File: config.mk
export PLATFORM = sky130hd
export DESIGN_NAME = pfd_ctrl
export DESIGN_NICKNAME = d
export VERILOG_FILES = /design/src/hw/rtl/pfd_pkg.sv /design/src/hw/rtl/pfd_ctrl.sv
export SDC_FILE = /design/constraint.sdc
export NUM_CORES = 1
export LEC_CHECK = 0
export BUFFER_PORTS_ARGS = -buffer_cell sky130_fd_sc_hd__buf_2
export CAP_MARGIN = 20
export CORE_AREA = 2 2 39 41
export DETAILED_ROUTE_END_ITERATION = 10
export DIE_AREA = 0 0 41 43
export GPL_TIMING_DRIVEN = 0
export MAX_ROUTING_LAYER = met4
export PLACE_DENSITY_LB_ADDON = 0.3
export REMOVE_ABC_BUFFERS = 1
export SLEW_MARGIN = 20
export SYNTH_ARGS = -nofsm -noshare
export SYNTH_HDL_FRONTEND = slang
export SYNTH_SLANG_ARGS = --single-unit
File: constraint.sdc
create_clock -name clk_i -period 1.2 [get_ports clk_i]
set_input_delay 0.06 -clock clk_i [delete_from_list [all_inputs] [get_ports clk_i]]
set_output_delay 0.06 -clock clk_i [all_outputs]
set_load 0.05 [all_outputs]
File: src/hw/rtl/pfd_pkg.sv
// Shared types, constants and helpers for the filtered-derivative PID block.
`default_nettype none
package pfd_pkg;

  localparam int unsigned CfgIdxW = 3;
  localparam int unsigned US_PER_S = 1000000;

  typedef enum logic [CfgIdxW-1:0] {
    REG_GAIN_P      = 3'd0,
    REG_GAIN_I      = 3'd1,
    REG_GAIN_D      = 3'd2,
    REG_INTEG_LIMIT = 3'd3,
    REG_FILTER_US   = 3'd4,
    REG_STALE_US    = 3'd5
  } pfd_reg_e;

  typedef enum logic [3:0] {
    OP_NONE,
    OP_LOAD,
    OP_CLEAR,
    OP_MUL_P,
    OP_MUL_I,
    OP_TSAT,
    OP_MUL_IDT,
    OP_DIV_I,
    OP_INTEG,
    OP_MUL_DLT,
    OP_MUL_DD,
    OP_DIV_D,
    OP_DUPD,
    OP_MUL_DG,
    OP_DTERM,
    OP_FIRST
  } pfd_op_e;

  typedef enum logic [3:0] {
    ST_IDLE,
    ST_MUL_P,
    ST_MUL_I,
    ST_TSAT,
    ST_MUL_IDT,
    ST_DIV_I,
    ST_DIV_I_WAIT,
    ST_INTEG,
    ST_MUL_DLT,
    ST_MUL_DD,
    ST_DIV_D,
    ST_DIV_D_WAIT,
    ST_DUPD,
    ST_MUL_DG,
    ST_DTERM,
    ST_EMIT
  } pfd_state_e;

  typedef struct packed {
    pfd_op_e op;
    logic    emit;     // write regular result to output register
    logic    first;    // write P-only result and re-arm
  } pfd_cmd_t;

  typedef struct packed {
    logic stale;
    logic dt_zero;
    logic div_busy;
    logic out_busy;
  } pfd_stat_t;

  function automatic logic [31:0] sat32(input logic signed [65:0] v);
    logic [31:0] r;
    if (v > 66'sh0_0000_0000_7fff_ffff) begin
      r = 32'h7fff_ffff;
    end else if (v < -66'sh0_0000_0000_8000_0000) begin
      r = 32'h8000_0000;
    end else begin
      r = v[31:0];
    end
    return r;
  endfunction

endpackage
`default_nettype wire

File: src/hw/rtl/pfd_ctrl.sv
// Sequencer that steps the datapath through one PID update.
`default_nettype none
module pfd_ctrl
  import pfd_pkg::*;
(
  input  wire logic      clk_i,
  input  wire logic      rst_ni,
  input  wire logic      in_valid_i,
  input  wire logic      in_clear_i,
  output logic           in_ready_o,
  input  wire pfd_stat_t stat_i,
  output pfd_cmd_t       cmd_o
);

  pfd_state_e state_q, state_d;
  logic       first_q, first_d;   // emit pending is the P-only result

  always_comb begin
    state_d = state_q;
    first_d = first_q;
    case (state_q)
      ST_IDLE:       if (in_valid_i && !in_clear_i) state_d = ST_MUL_P;
      ST_MUL_P:      state_d = ST_MUL_I;
      ST_MUL_I:      state_d = ST_TSAT;
      ST_TSAT: begin
        first_d = stat_i.stale;
        state_d = stat_i.stale ? ST_EMIT : ST_MUL_IDT;
      end
      ST_MUL_IDT:    state_d = ST_DIV_I;
      ST_DIV_I:      state_d = ST_DIV_I_WAIT;
      ST_DIV_I_WAIT: if (!stat_i.div_busy) state_d = ST_INTEG;
      ST_INTEG:      state_d = stat_i.dt_zero ? ST_EMIT : ST_MUL_DLT;
      ST_MUL_DLT:    state_d = ST_MUL_DD;
      ST_MUL_DD:     state_d = ST_DIV_D;
      ST_DIV_D:      state_d = ST_DIV_D_WAIT;
      ST_DIV_D_WAIT: if (!stat_i.div_busy) state_d = ST_DUPD;
      ST_DUPD:       state_d = ST_MUL_DG;
      ST_MUL_DG:     state_d = ST_DTERM;
      ST_DTERM:      state_d = ST_EMIT;
      ST_EMIT:       if (!stat_i.out_busy) state_d = ST_IDLE;
      default:       state_d = ST_IDLE;
    endcase
  end

  always_comb begin
    cmd_o      = '{op: OP_NONE, emit: 1'b0, first: 1'b0};
    in_ready_o = 1'b0;
    case (state_q)
      ST_IDLE: begin
        in_ready_o = 1'b1;
        if (in_valid_i) cmd_o.op = in_clear_i ? OP_CLEAR : OP_LOAD;
      end
      ST_MUL_P:   cmd_o.op = OP_MUL_P;
      ST_MUL_I:   cmd_o.op = OP_MUL_I;
      ST_TSAT:    cmd_o.op = OP_TSAT;
      ST_MUL_IDT: cmd_o.op = OP_MUL_IDT;
      ST_DIV_I:   cmd_o.op = OP_DIV_I;
      ST_INTEG:   cmd_o.op = OP_INTEG;
      ST_MUL_DLT: cmd_o.op = OP_MUL_DLT;
      ST_MUL_DD:  cmd_o.op = OP_MUL_DD;
      ST_DIV_D:   cmd_o.op = OP_DIV_D;
      ST_DUPD:    cmd_o.op = OP_DUPD;
      ST_MUL_DG:  cmd_o.op = OP_MUL_DG;
      ST_DTERM:   cmd_o.op = OP_DTERM;
      ST_EMIT: begin
        cmd_o.first = !stat_i.out_busy && first_q;
        cmd_o.emit  = !stat_i.out_busy && !first_q;
      end
      default: ;
    endcase
  end

  always_ff @(posedge clk_i or negedge rst_ni) begin
    if (!rst_ni) begin
      state_q <= ST_IDLE;
      first_q <= 1'b0;
    end else begin
      state_q <= state_d;
      first_q <= first_d;
    end
  end

endmodule
`default_nettype wire

==> results.md, run 1 <==
- Clock share of power: 0.085
- Seq/Total Area, Yosys: 0.315
- 1st-iter DRT viols: 17
- Setup WS post-layout: -205 ps
- Util after Layout: 0.504
- Initial Util: 0.287
- Synth area leader: dfrtp_1
- Peak VDD IR: 1.99 mV
- Maximum clock frequency: 712 MHz
- Final hold viol count: 0
- Commonest non-fill, non-tap cells in the layout: buf_6, buf_4, buf_2, dfrtp_2
- Cells after Synth: 49
- Placed insts: 74
- Die height: 43 um
- Clk Tree Root Cell: clkbuf_4
- Yosys warning count: 0
- Core area: 0.00138 sq mm
- Syn avg cell area: 8.09 sq um
- Antenna Cells: 0
- # rows: 14
- GRT Overall Usage: 0.174
- Final worst-path cycle share: 1.17
- RSZ-0062 raised after global routing: true
- Total number of vias: 495
- Routed Antenna Nets: 0
- Flops & latches, synth: 5
- Max_cap viols: 0
- Switching power: 1220 uW
- Critical path required time: 1140 ps
- LEAKAGE: 0.000300 uW
- Worst slew pin tran: 241 ps
- Worst-Skew Late Latency: 250 ps
- Antenna violations before repair: 0
- Crit path max fanout: 7
- Routability cong.: 0.733
- Port bufs: 14
- Worst Skew: 4.31 ps
- Sw Share: 0.504
- Min-Delay Path Class: in -> reg
- CTS clock-pin slew for the worst setup and hold paths: 50 ps
- Area of the die: 0.00176 sq mm
- Startpoint types: flop
- Htree depth: 1
- Wirelength, routed: 1380 um
- Nets: 84
- Final setup viols: 9
- TritonCTS Buffers: 3
- Vias per cell: 5.44
- Max clock buf depth: 2
- Post-DP Area: 457 sq um
- Layout cells sized above 1: 0.667
- Combinational share of power: 0.730
- Design area: 697 sq um
- CTS tree: built
- CP Capture Type: output port
- DR WL/cell: 15.2 um
- Pint: 1200 uW
- Post-synthesis cell type count: 22
- Register area: 130 sq um
- Sink Count: 5
- Non-filler cells, final: 91
- Multi-input combinational cell area: 280 sq um
- Cell Pwr Density: 3480 mW/mm^2
- Number of global-route vias before repair: 464
- Min Tclk post-route: 1400 ps
- DR DRC count: 0
- Reg power frac: 0.185
- Congestion Overflow GR: 0
- Largest cells by area after synthesis: dfrtp_1, nand4b_1, o21ai_0, mux4_2, a21oi_1
- First-pass GRT wire length: 2020 um
- Mapped cell area: 397 sq um
- Largest net degree at the start of global routing: 9
- Worst hold slack: 76.9 ps
- Slew HR: 0.838
- Final Max Slew Viols: 0
- Router iterations before antenna repair: 4
- Die width: 41 um
- Crit path kind: reg -> out
- Failing checks: negative setup slack
- Status: complete, but fails checks
- Fillcell total: 147
- Io pins: 15
- Critical path arrival: 1340 ps
- DP Worst Slack: -402 ps
- Dpl hpwl: 703 um
- Area Overhead vs Synth: 75.7%
- Area share of the largest cell type after synthesis: 0.315
[kinds of logic after synthesis]
group,count (synthesis),synth area share
AO/OA/AOI/OAI,16,0.243
buffers and inverters,8,0.104
flip-flops,5,0.315
multiplexers,2,0.0852
AND/OR/NAND/NOR,18,0.252
[power by group through the flow]
stage | logic [uW] | clock network [uW] | registers, uW
2_1_floorplan | 828 | 0 | 402
3_3_place_gp | 1010 | 0 | 468
3_5_place_dp | 1010 | 0 | 465
4_1_cts | 1530 | 208 | 424
5_1_grt | 1870 | 228 | 461
6_report | 1770 | 207 | 448
[Yosys cell counts]
| library cell | instances |
|---|---|
| a22o_1 | 1 |
| nand4b_1 | 3 |
| nand2b_1 | 1 |
| clkbuf_1 | 1 |
| a22oi_1 | 1 |
| and2_1 | 2 |
| buf_2 | 3 |
| o31ai_1 | 1 |
| o21a_1 | 2 |
| mux4_2 | 1 |
| a21oi_1 | 4 |
| buf_6 | 1 |
| mux2_2 | 1 |
| nor4_1 | 2 |
| o21ai_0 | 5 |
| o22ai_1 | 2 |
| dfrtp_1 | 5 |
| nor3_1 | 2 |
| nor2b_1 | 1 |
| nor2_1 | 4 |
| inv_1 | 3 |
| nand2_1 | 3 |
[flip-flops by register name, indices dropped and copies added (netlist names)]
| signal | cells |
|---|---|
| state_q | 4 |
| first_q | 1 |
[metrics by stage]
stage          power [uW]  setup TNS [ps]
2_1_floorplan        1230           -3820
6_report             2430           -1480
4_1_cts              2160           -1340
5_1_grt              2560           -2120
3_5_place_dp         1480           -1660
3_3_place_gp         1470           -1690
[area by class of cell]
| type | count | share of cell area |
|---|---|---|
| multi-input combinational | 36 | 0.402 |
| timing repair buffer | 27 | 0.329 |
| sequential | 5 | 0.187 |
| clock buffer | 4 | 0.0377 |
| tap | 16 | 0.0287 |
| inverter | 3 | 0.0162 |
[worst paths after layout]
check                      cells past startpoint  slack (ps)                    from                      to
hold reg to reg                                1         570     first_q$_DFFE_PN0N_     first_q$_DFFE_PN0N_
setup / recovery                               4        -200  state_q[1]$_DFFE_PN0P_                cmd_o[0]
hold / removal                                 2          80               stat_i[3]     first_q$_DFFE_PN0N_
max in group asynchronous                      2         900                  rst_ni  state_q[1]$_DFFE_PN0P_
setup reg to reg                               3        -190  state_q[2]$_DFFE_PN0P_  state_q[0]$_DFFE_PN0P_
min in group asynchronous                      2         150                  rst_ni     first_q$_DFFE_PN0N_
[worst max-delay path: stages, from the launching register on]
cell and delay (ps):
dfrtp_2 440, nand2_1 160, nor3_2 180, and2_4 180, buf_8 140
[routing by layer]
| layer | GRT usage | wire length [um] |
|---|---|---|
| met5 | - | 0 |
| met4 | 0.0800 | 0 |
| met3 | 0.0314 | 92 |
| met2 | 0.250 | 694 |
| met1 | 0.231 | 594 |
[repair_timing]
| item | in CTS | in global routing |
|---|---|---|
| pin swaps | 1 | 6 |
| gates cloned | 0 | 0 |
| gates resized for setup | 28 | 16 |
| hold buffers | 1 | 0 |
| setup buffers | 9 | 5 |
| endpoints found under the hold margin | 5 | 0 |
| endpoints found under the setup margin | 11 | 11 |
(Power assumes the default switching activity.)
==> inputs of run 2 (changes only) <==
- GPL_TIMING_DRIVEN: 0 -> default
- clock period: 1.2 -> 1.5 ns (I/O delays scaled with it)
==> run 2 against run 1 <==
Compared with the run above:
- combinational power is 37% lower
- the run now ends clean
- sequential cell count did not move
- sequential share of layout area grew 3.5 points
- non-clock buffer count decreased by 5
- via count is 7.7% lower
- highest routed layer unchanged
==> results.md, run 2 (synthesis gave the netlist of run 1 again) <==
- Status: finished, final reports clean (was complete, but fails checks)
- Slew HR: 0.849 (was 0.838)
- Io pins: 15 (unchanged)
- R2R cell count: 3 (unchanged)
- Post-DP Area: 472 sq um (was 457 sq um)
- R2r startpoint: state_q[2]$_DFFE_PN0P_ (unchanged)
- Core area: 0.00138 sq mm (unchanged)
- Final Max Slew Viols: 0 (unchanged)
- Routed Antenna Nets: 0 (unchanged)
- CTS clock-pin slew for the worst setup and hold paths: 50 ps (about the same)
- Startpoint types: flop (unchanged)
- Area of the die: 0.00176 sq mm (unchanged)
- Cell Pwr Density: 2730 mW/mm^2 (was 3480 mW/mm^2)
- Largest net degree at the start of global routing: 16 (was 9)
- Dpl hpwl: 730 um (was 703 um)
- Layout cells sized above 1: 0.471 (was 0.667)
- First-pass GRT wire length: 1740 um (was 2020 um)
- Router iterations before antenna repair: 4 (unchanged)
- Multi-input combinational cell area: 246 sq um (was 280 sq um)
- Reg2reg setup slack: 200 ps (was -190 ps)
- Htree depth: 1 (unchanged)
- Worst Hold Path Cells: 2 (unchanged)
- Fillcell total: 149 (was 147)
- Worst setup path end: cmd_o[0] (unchanged)
- CTS tree: built (unchanged)
- Die height: 43 um (unchanged)
- Design area: 582 sq um (was 697 sq um)
- Nets: 79 (was 84)
- CP Capture Type: output port (unchanged)
- Critical path arrival: 1340 ps (about the same)
- Maximum clock frequency: 706 MHz
- Commonest non-fill, non-tap cells in the layout: buf_4, buf_2 (was buf_6, buf_4, buf_2, dfrtp_2)
- Die width: 41 um (unchanged)
- Largest regs: state_q: 4 flops, first_q: 1 flops (unchanged)
- Worst-Skew Late Latency: 240 ps (was 250 ps)
- Crit path kind: reg -> out (unchanged)
- Final setup TNS: 0 ps (was -1480 ps)
- Antenna Cells: 0 (unchanged)
- Placed insts: 76 (was 74)
- RSZ-0062 raised after global routing: false (was true)
- Number of global-route vias before repair: 400 (was 464)
- Crit path max fanout: 10 (was 7)
- Port bufs: 14 (unchanged)
- Ordered cell list for the critical path: nand2_1 -> nor3_2 -> and2_1 -> buf_4 (was nand2_1 -> nor3_2 -> and2_4 -> buf_8)
- Largest register FFs: 4 (unchanged)
- Critical path required time: 1420 ps (was 1140 ps)
- Largest Register: state_q (unchanged)
- DR DRC count: 0 (unchanged)
- Initial Util: 0.287 (unchanged)
- Commonest non-fill, non-tap cell in the layout: buf_4
- Peak VDD IR: 1.23 mV (was 1.99 mV)
- Area Overhead vs Synth: 46.7% (was 75.7%)
- Slowest stage delay, CP: 450 ps (was 440 ps)
- Min Tclk post-route: 1420 ps
- Vias per cell: 5.31 (was 5.44)
- Wirelength, routed: 1070 um (was 1380 um)
- DR WL/cell: 12.4 um (was 15.2 um)
- Routability cong.: 0.827 (was 0.733)
- LEAKAGE: 0.000260 uW (was 0.000300 uW)
- RR Endpoint: state_q[0]$_DFFE_PN0P_ (unchanged)
- Final hold viol count: 0 (unchanged)
- Min-Delay Path Class: in -> reg (unchanged)
- Final worst-path cycle share: 0.945
- Critical path's slowest cell: dfrtp_2 (unchanged)
- Antenna violations before repair: 0 (unchanged)
- Worst Setup SP: state_q[1]$_DFFE_PN0P_ (unchanged)
- Clk Tree Root Cell: clkbuf_4 (unchanged)
- # rows: 14 (unchanged)
- Register area: 129 sq um (was 130 sq um)
- Sink Count: 5 (unchanged)
- Total number of vias: 457 (was 495)
- Max_cap viols: 0 (unchanged)
- Worst Skew: 5.77 ps (was 4.31 ps)
- Non-filler cells, final: 86 (was 91)
- Max clock buf depth: 2 (unchanged)
- Worst slew pin tran: 225 ps (was 241 ps)
- Congestion Overflow GR: 0 (unchanged)
- Final setup viols: 0 (was 9)
- GRT Overall Usage: 0.146 (was 0.174)
- TritonCTS Buffers: 3 (unchanged)
- 1st-iter DRT viols: 7 (was 17)
## run 2: cell types whose count changed in the layout (fill, tap and decap cells not counted), sizes merged
cell and change:
buf -5
## run 2: report_power, final
| part | internal (uW) | switching, uW |
|---|---|---|
| Clock | 101 | 54.3 |
| Combinational | 439 | 677 |
| Sequential | 209 | 108 |
| Total | 748 | 839 |
## run 2: cell type report
type	instances	area share
multi-input cells	36	0.424
repair buffers	22	0.256
flip-flops and latches	5	0.222
clock buffers	4	0.0452
well taps	16	0.0344
inverters	3	0.0194
## run 2: worst min path at each step
stage / from / endpoint / slack [ps]
after CTS: stat_i[3] / first_q$_DFFE_PN0N_ / 100
after global placement: rst_ni / first_q$_DFFE_PN0N_ / -110
after floorplan: rst_ni / first_q$_DFFE_PN0N_ / -220
final: stat_i[3] / first_q$_DFFE_PN0N_ / 110
after detailed placement: rst_ni / first_q$_DFFE_PN0N_ / -110
after global routing: stat_i[3] / first_q$_DFFE_PN0N_ / 120
## run 2: what timing repair did
item	CTS	global route
hold buffers	1	0
hold endpoints to repair	5	0
endpoints found under the setup margin	6	6
buffers inserted	0	4
pin swaps	0	0
gates cloned	0	1
resized for setup	8	10
## run 2: critical path, delay by kind of cell, from the launching register on
family	cells	cell delay [ps]
flops	1	450
buf+inv	1	190
simple gates	3	460
## run 2: stage by stage
| step | total power [uW] | util | hold WS, ps | worst slack (ps) |
|---|---|---|---|---|
| after floorplan | 984 | - | -221 | -692 |
| after global placement | 1220 | 0.341 | -106 | 137 |
| after detailed placement | 1210 | 0.341 | -106 | 88.5 |
| after CTS | 1440 | 0.382 | 102 | -1.38 |
| after global routing | 1700 | 0.420 | 124 | 13.4 |
| final | 1590 | 0.420 | 107 | 82.6 |
## run 2: layer usage
layer	GRT usage	wire (um)
met5	-	0
met4	0.0400	0
met3	0.0471	45
met2	0.206	524
met1	0.197	501
==> inputs of run 3 (changes only) <==
- BUFFER_PORTS_ARGS: -buffer_cell sky130_fd_sc_hd__buf_2 -> default
- DONT_BUFFER_PORTS: default -> 1
- clock period: 1.5 -> 1.3 ns (I/O delays scaled with it)
==> run 3 against run 2 <==
Compared with the run above:
- highest routed layer unchanged
- cell area increased by 31%
- wire length increased by 22%
- die area unchanged
- critical path type unchanged
- sequential cell count unchanged
- worst hold slack got worse by 79 ps
- clock-buffer cell count unchanged
- cell count increased by 1.2%
- the flow now finishes with violations (negative setup slack)
- global-route usage increased by 2.0 points
- clock power increased by 17%
==> results.md, run 3 (synthesis gave the netlist of run 1 again) <==
- Status: complete, but fails checks (was finished, final reports clean)
- Failing checks: negative setup slack
- Routed Antenna Nets: 0 (unchanged)
- GRT Overall Usage: 0.166 (was 0.146)
- Met2 Use GR: 0.247 (was 0.206)
- Design area: 759 sq um (was 582 sq um)
- Grt met3 use: 0.0681 (was 0.0471)
- Fillcell total: 126 (was 149)
- Max_cap viols: 0 (unchanged)
- Antenna violations before repair: 0 (unchanged)
- Initial Util: 0.287 (unchanged)
- Crit path max fanout: 8 (was 10)
- Area Overhead vs Synth: 91.5% (was 46.7%)
- Area of the die: 0.00176 sq mm (unchanged)
- Max clock buf depth: 2 (unchanged)
- Multi-input combinational cell area: 320 sq um (was 246 sq um)
- Largest regs: state_q: 4 flops, first_q: 1 flops (unchanged)
- DR WL/cell: 15.0 um (was 12.4 um)
- Htree depth: 1 (unchanged)
- Port bufs: 0 (was 14)
- Vias per cell: 5.46 (was 5.31)
- Post-DP Area: 562 sq um (was 472 sq um)
- Non-filler cells, final: 87 (was 86)
- First-pass GRT wire length: 1930 um (was 1740 um)
- Startpoint types: flop (unchanged)
- Antenna Cells: 0 (unchanged)
- Final setup viols: 9 (was 0)
- Worst hold slack: 27.8 ps (was 107 ps)
- Util after Layout: 0.549 (was 0.420)
- Setup WS post-layout: -146 ps (was 82.6 ps)
- Dpl hpwl: 872 um (was 730 um)
- TritonCTS Buffers: 3 (unchanged)
- CP Capture Type: output port (unchanged)
- LEAKAGE: 0.000315 uW (was 0.000260 uW)
- Most used routing layer: met2 (unchanged)
- Largest Register: state_q (unchanged)
- Die width: 41 um (unchanged)
- Placed insts: 76 (unchanged)
- Core area: 0.00138 sq mm (unchanged)
- Largest register FFs: 4 (unchanged)
- Worst slew pin tran: 251 ps (was 225 ps)
- Total number of vias: 475 (was 457)
- Io pins: 15 (unchanged)
- Cell Pwr Density: 3270 mW/mm^2 (was 2730 mW/mm^2)
- Slowest stage delay, CP: 410 ps (was 450 ps)
- Commonest non-fill, non-tap cells in the layout: buf_6, buf_4 (was buf_4, buf_2)
- Sink Count: 5 (unchanged)
- Peak VDD IR: 1.76 mV (was 1.23 mV)
- Die height: 43 um (unchanged)
- Min-Delay Path Class: in -> reg (unchanged)
- Final Max Slew Viols: 0 (unchanged)
- Clk Tree Root Cell: clkbuf_4 (unchanged)
- Router iterations before antenna repair: 4 (unchanged)
- CTS clock-pin slew for the worst setup and hold paths: 50 ps (about the same)
- Met1 GRT Util: 0.206 (was 0.197)
- Worst-Skew Late Latency: 240 ps (about the same)
- Worst Skew: 5.26 ps (was 5.77 ps)
- Nets: 80 (was 79)
- Routability cong.: 0.859 (was 0.827)
- CTS tree: built (unchanged)
- Final worst-path cycle share: 1.11
- DR DRC count: 0 (unchanged)
- Critical path's slowest cell: dfrtp_1 (was dfrtp_2)
- Ordered cell list for the critical path: buf_6 -> nand2_4 -> nor3_4 -> and2_4 -> buf_12 (was nand2_1 -> nor3_2 -> and2_1 -> buf_4)
- Number of global-route vias before repair: 444 (was 400)
- Critical path arrival: 1380 ps (was 1340 ps)
- Crit path kind: reg -> out (unchanged)
- Layout cells sized above 1: 0.620 (was 0.471)
- # rows: 14 (unchanged)
- Commonest non-fill, non-tap cell in the layout: buf_6 (was buf_4)
- Slew HR: 0.832 (was 0.849)
- RSZ-0062 raised after global routing: true (was false)
- 1st-iter DRT viols: 6 (was 7)
- Maximum clock frequency: 692 MHz
- Critical path required time: 1240 ps (was 1420 ps)
- Largest net degree at the start of global routing: 9 (was 16)
- Final setup TNS: -831 ps (was 0 ps)
- Congestion Overflow GR: 0 (unchanged)
- Final hold viol count: 0 (unchanged)
- Wirelength, routed: 1300 um (was 1070 um)
- Min Tclk post-route: 1450 ps
- Register area: 129 sq um (unchanged)
run 3: power by group:
part / switching [uW] / internal [uW]
sequential: 169 / 241
clock: 64.8 / 116
combinational: 962 / 928
total: 1200 / 1280
run 3: repair_timing:
action / 4_1_cts / 5_1_grt
endpoints found under the setup margin: 8 / 9
hold buffers: 2 / 0
buffers inserted: 3 / 3
endpoints found under the hold margin: 6 / 0
gates resized for setup: 16 / 17
pin swaps: 3 / 8
run 3: per-layer routing:
layer | wire length (um) | vias up
li1 | - | 221
met1 | 527 | 235
met2 | 687 | 19
met3 | 89 | 0
met4 | 0 | 0
met5 | 0 | -
run 3: final cells by class:
class                   count  area share
multi-input cells          36       0.422
repair buffers             23       0.333
flip-flops and latches      5       0.170
clock buffers               4      0.0346
well taps                  16      0.0264
inverters                   3      0.0148
run 3: worst paths after layout:
check,to,depth (start not counted),start,slack (ps)
min reg2reg,first_q$_DFFE_PN0N_,1,first_q$_DFFE_PN0N_,610
max,cmd_o[0],5,state_q[2]$_DFFE_PN0P_,-150
max in group asynchronous,state_q[3]$_DFFE_PN0P_,1,rst_ni,950
min in group asynchronous,state_q[2]$_DFFE_PN0P_,1,rst_ni,120
min,state_q[0]$_DFFE_PN0P_,2,in_valid_i,30
max reg2reg,state_q[0]$_DFFE_PN0P_,4,state_q[2]$_DFFE_PN0P_,-120
run 3: metrics by stage:
step	power, uW	worst slack, ps
floorplan	1140	-882
global placement	1810	46.5
detailed placement	1800	9.85
CTS	2200	-103
global route	2640	-199
finish	2480	-146
run 3: critical path, delay by kind of cell, from the launching register on:
kind	cells	cell delay [ps]
buffers and inverters	2	290
AND/OR/NAND/NOR	3	430
flip-flops	1	410
